### src/hw/rtl/hsl_saturation_adjust_defines.svh
`ifndef HSL_SATURATION_ADJUST_DEFINES_SVH
`define HSL_SATURATION_ADJUST_DEFINES_SVH

// Condition that must hold at every clock edge out of reset.
`define HSA_CHECK(lbl, expr, msg) \
    lbl: assert property (@(posedge clk) disable iff (!rst_n) (expr)) else $error(msg);

// Condition that must hold in the cycle after the antecedent.
`define HSA_CHECK_NEXT(lbl, ante, cons, msg) \
    lbl: assert property (@(posedge clk) disable iff (!rst_n) (ante) |=> (cons)) else $error(msg);

`endif

### src/hw/rtl/hsa_div.sv
module hsa_div #(
    parameter int NW     = 18,
    parameter int QW     = 17,
    parameter int SIDE_W = 1
) (
    input  logic              clk,
    input  logic              rst_n,
    input  logic              en,
    input  logic              in_valid,
    input  logic [NW-1:0]     sat_num,
    input  logic [NW-1:0]     sat_den,
    input  logic [NW-1:0]     hue_num,
    input  logic [NW-1:0]     hue_den,
    input  logic [SIDE_W-1:0] side_in,
    output logic              out_valid,
    output logic [QW-1:0]     sat_q,
    output logic [QW-1:0]     hue_q,
    output logic [SIDE_W-1:0] side_out
);

    // Two restoring dividers in lockstep, one quotient bit per stage.
    // The numerator never exceeds the divisor, so the first stage compares and subtracts without shifting.
    logic [NW-1:0]     rem_reg  [2][QW];
    logic [NW-1:0]     den_reg  [2][QW];
    logic [QW-1:0]     q_reg    [2][QW];
    logic [NW-1:0]     rem_next [2][QW];
    logic [NW-1:0]     den_next [2][QW];
    logic [QW-1:0]     q_next   [2][QW];
    logic              valid_reg [QW];
    logic [SIDE_W-1:0] side_reg  [QW];

    always_comb
    begin
        logic [NW:0] trial;
        logic        ge;
        for (int ln = 0; ln < 2; ln++)
        begin
            for (int st = 0; st < QW; st++)
            begin
                if (st == 0)
                begin
                    trial             = {1'b0, (ln == 0) ? sat_num : hue_num};
                    den_next[ln][st]  = (ln == 0) ? sat_den : hue_den;
                    q_next[ln][st]    = '0;
                end
                else
                begin
                    trial             = {rem_reg[ln][st-1], 1'b0};
                    den_next[ln][st]  = den_reg[ln][st-1];
                    q_next[ln][st]    = q_reg[ln][st-1];
                end
                ge = trial >= {1'b0, den_next[ln][st]};
                rem_next[ln][st] = ge ? NW'(trial - {1'b0, den_next[ln][st]})
                                      : trial[NW-1:0];
                q_next[ln][st][QW-1-st] = ge;
            end
        end
    end

    always_ff @(posedge clk or negedge rst_n)
    begin
        if (!rst_n)
        begin
            for (int st = 0; st < QW; st++)
            begin
                valid_reg[st] <= 1'b0;
            end
        end
        else if (en)
        begin
            valid_reg[0] <= in_valid;
            for (int st = 1; st < QW; st++)
            begin
                valid_reg[st] <= valid_reg[st-1];
            end
        end
    end

    always_ff @(posedge clk)
    begin
        if (en)
        begin
            side_reg[0] <= side_in;
            for (int st = 1; st < QW; st++)
            begin
                side_reg[st] <= side_reg[st-1];
            end
            for (int ln = 0; ln < 2; ln++)
            begin
                for (int st = 0; st < QW; st++)
                begin
                    rem_reg[ln][st] <= rem_next[ln][st];
                    den_reg[ln][st] <= den_next[ln][st];
                    q_reg[ln][st]   <= q_next[ln][st];
                end
            end
        end
    end

    assign out_valid = valid_reg[QW-1];
    assign sat_q     = q_reg[0][QW-1];
    assign hue_q     = q_reg[1][QW-1];
    assign side_out  = side_reg[QW-1];

endmodule

### config.mk
export PLATFORM = sky130hd
export DESIGN_NAME = hsa_div
export DESIGN_NICKNAME = d
export VERILOG_FILES = /design/src/hw/rtl/hsl_saturation_adjust_defines.svh /design/src/hw/rtl/hsa_div.sv
export SDC_FILE = /design/constraint.sdc
export NUM_CORES = 2
export LEC_CHECK = 0
export BUFFER_PORTS_ARGS = -buffer_cell sky130_fd_sc_hd__buf_2
export CAP_MARGIN = 5
export CORE_MARGIN = 2
export CORE_UTILIZATION = 53
export CTS_BUF_LIST = sky130_fd_sc_hd__clkbuf_8
export CTS_CLUSTER_DIAMETER = 40
export CTS_CLUSTER_SIZE = 24
export DETAILED_ROUTE_END_ITERATION = 16
export PLACE_DENSITY_LB_ADDON = 0.05
export SYNTH_ARGS = -nofsm -noshare
export SYNTH_HDL_FRONTEND = slang
export SYNTH_SLANG_ARGS = --single-unit
### constraint.sdc
create_clock -name clk -period 4.2 [get_ports clk]
set_clock_uncertainty 0.05 [all_clocks]
set_input_delay 0.63 -clock clk [delete_from_list [all_inputs] [get_ports clk]]
set_output_delay 0.63 -clock clk [all_outputs]
set_load 0.02 [all_outputs]
==> metrics.txt <==
Final TNS setup=0 ns; WHS=0.122 ns; row count=143; Setup Fix Bufs, Post-CTS=0; Primary FF master, synth=edfxtp_1; hpwl dp=117000 µm; worst hold path depth=3; H-Tree Depth=4; largest net degree at the start of global routing=131; most common cell in the synthesized netlist=edfxtp_1; post-synth top area share=0.548; Final WS setup=0.636 ns; Synth area leaders=edfxtp_1, ha_1, mux2_2; maximum root-to-sink buffer count=3; Arrival @ worst endpoint=4.16 ns; vias in the first global route=51500; Sw Share=0.354; Congestion Overflow GR=0; DRT Wirelength=157000 µm; final non-filler cell total=9213; number of synthesized flops with an enable pin=1475; Comb pwr share=0.431; minimum clock period=3.56 ns; final setup violation count=0; Power Internal=0.0418 W; f_max=281 MHz; period utilisation layout=0.849; CP Capture Type=flop; Final ANT Viol Nets=0; GRT Total Usage=0.203; Yosys top cell by area=edfxtp_1; vias per cell=5.44; initial antenna violation count=1; post-synthesis cell area=80900 µm²; Seq/Total Area, Yosys=0.553; pre-CTS WS=0.555 ns; Die Y=395 µm; vias post-DR=50100; P_leak=36.9 nW; nets=7703; IO buf count=112; Worst Tran Pin Value=1.03 ns; io pins=113; Max IR drop VDD=0.405 mV; max-slew violations=0; Area Growth Syn to Fin=11.8%; drc violations=0; core area=152000 µm²; CP Launch Type=flop; Power Dens Cells=716 nW/µm²; Post-Syn Nets=7291; CTS Buf Count=218; first-pass GRT wire length=257000 µm; status=finished, final reports clean; RSZ-0062 raised after global routing=no; R2R depth=10; DIE AREA=156000 µm²; CTS clk-pin slew, worst paths=0.07 ns; Syn Area/Cell=12.3 µm²; worst min path class=input pin to flop; cells after synthesis=6572; Post-Place Cells=8720; Commonest cells post-synth=edfxtp_1, inv_1, ha_1; Max FO, Critical Path=18; maxcap violations=0; routability cong.=0.927; clock share of power=0.204; starting density of the core=0.533; Routed wire per std cell=17.1 µm; crit path kind=flop to flop; Yosys cell types=84; Yosys warning count=0; Clk Latency, worst-skew pair=0.92 ns; Synth Register Bits=1492; Power Total=0.0647 W; initial DRC count=2272; slew margin rel.=0.314; share of flip-flops with an asynchronous set or reset=0.0114; Net Sw Power=0.0229 W; WP data required=4.80 ns; CTS tree=yes; fraction of layout cells with a size suffix above 1=0.150; Die X=395 µm; first drt pass iteration count=5; Fin. Hold Viols=0; clock root buffer=clkbuf_8; clock sinks=1492; Seq pwr share=0.365
## layout by cell type, fill, tap and decap left out, types with 39 or more instances in the layout
cell	count
nor2_1	283
edfxtp_1	1475
xnor2_1	265
o21bai_1	61
nand2_1	316
a21o_1	232
nand4_1	39
inv_1	766
nand2b_1	63
o21ai_0	365
and3_1	68
nor3_1	44
and2_1	40
nand3_1	106
ha_1	610
o21a_1	79
a211oi_1	72
clkbuf_8	222
buf_4	82
mux2_2	401
buf_2	111
nor2b_1	62
xor2_1	169
dlygate4sd3_1	74
a21oi_1	452
## worst max-delay path, stage by stage, from the launching register on
cell      delay (ns)
edfxtp_1        0.41
inv_1           0.12
ha_1            0.25
a21o_1          0.18
a21o_1          0.22
a311o_1         0.45
a221o_1         0.41
o31a_1          0.31
a41oi_4         0.22
buf_4           0.31
mux2_2          0.37
## cell type report
| class | instances | area, µm² |
|---|---|---|
| clock buffer | 222 | 3060 |
| sequential | 1492 | 44700 |
| tap | 2030 | 2540 |
| multi-input combinational | 4239 | 33000 |
| fill | 12500 | 61400 |
| antenna | 2 | 5.00 |
| timing repair buffer | 282 | 2210 |
| inverter | 751 | 2820 |
| clock inverter | 195 | 2050 |
## through the flow
step / instance area (µm²) / util
floorplan: 80900 / -
global placement: 84500 / 0.557
detailed placement: 84500 / 0.557
CTS: 90400 / 0.596
global route: 90400 / 0.596
finish: 90400 / 0.596
## kinds of logic after synthesis
group	share of synthesized area
and+or+nand+nor	0.0684
buffers and inverters	0.0398
AOI/OAI and AO/OA	0.130
xor gates and xnor gates	0.0470
muxes	0.0596
adders and majority gates	0.102
DFF	0.553
## power groups by stage
stage,Combinational [W],Sequential (W),Clock [W]
after floorplan,0.0219,0.0231,0
after global placement,0.0272,0.0239,0
after detailed placement,0.0276,0.0239,0
after CTS,0.0279,0.0236,0.0136
after global routing,0.0312,0.0240,0.0143
final,0.0279,0.0236,0.0132
## per-layer routing
metal | vias up | GRT usage | wire, µm
li1 | 25200 | - | -
met1 | 23800 | 0.228 | 62900
met2 | 757 | 0.379 | 83200
met3 | 370 | 0.0299 | 4750
met4 | 0 | 0.0879 | 6340
met5 | - | 0 | 0
## timing repair
item | CTS | global route
hold buffers | 74 | 0
endpoints found under the hold margin | 90 | 0
gates resized for setup | 0 | 0
endpoints found under the setup margin | 0 | 0
## worst paths after layout
path / from / to / slack, ns
worst max-delay path: den_reg[1][73] / rem_reg[1][55] / 0.64
worst min-delay path: sat_num[15] / rem_reg[0][303] / 0.12
worst max register to register: den_reg[1][73] / rem_reg[1][55] / 0.64
worst min register to register: q_reg[1][46] / q_reg[1][29] / 0.35
max in group asynchronous: rst_n / valid_reg[8] / 3.66
min in group asynchronous: rst_n / out_valid / 0.15
Note: power is estimated with default switching activity, not from simulation.
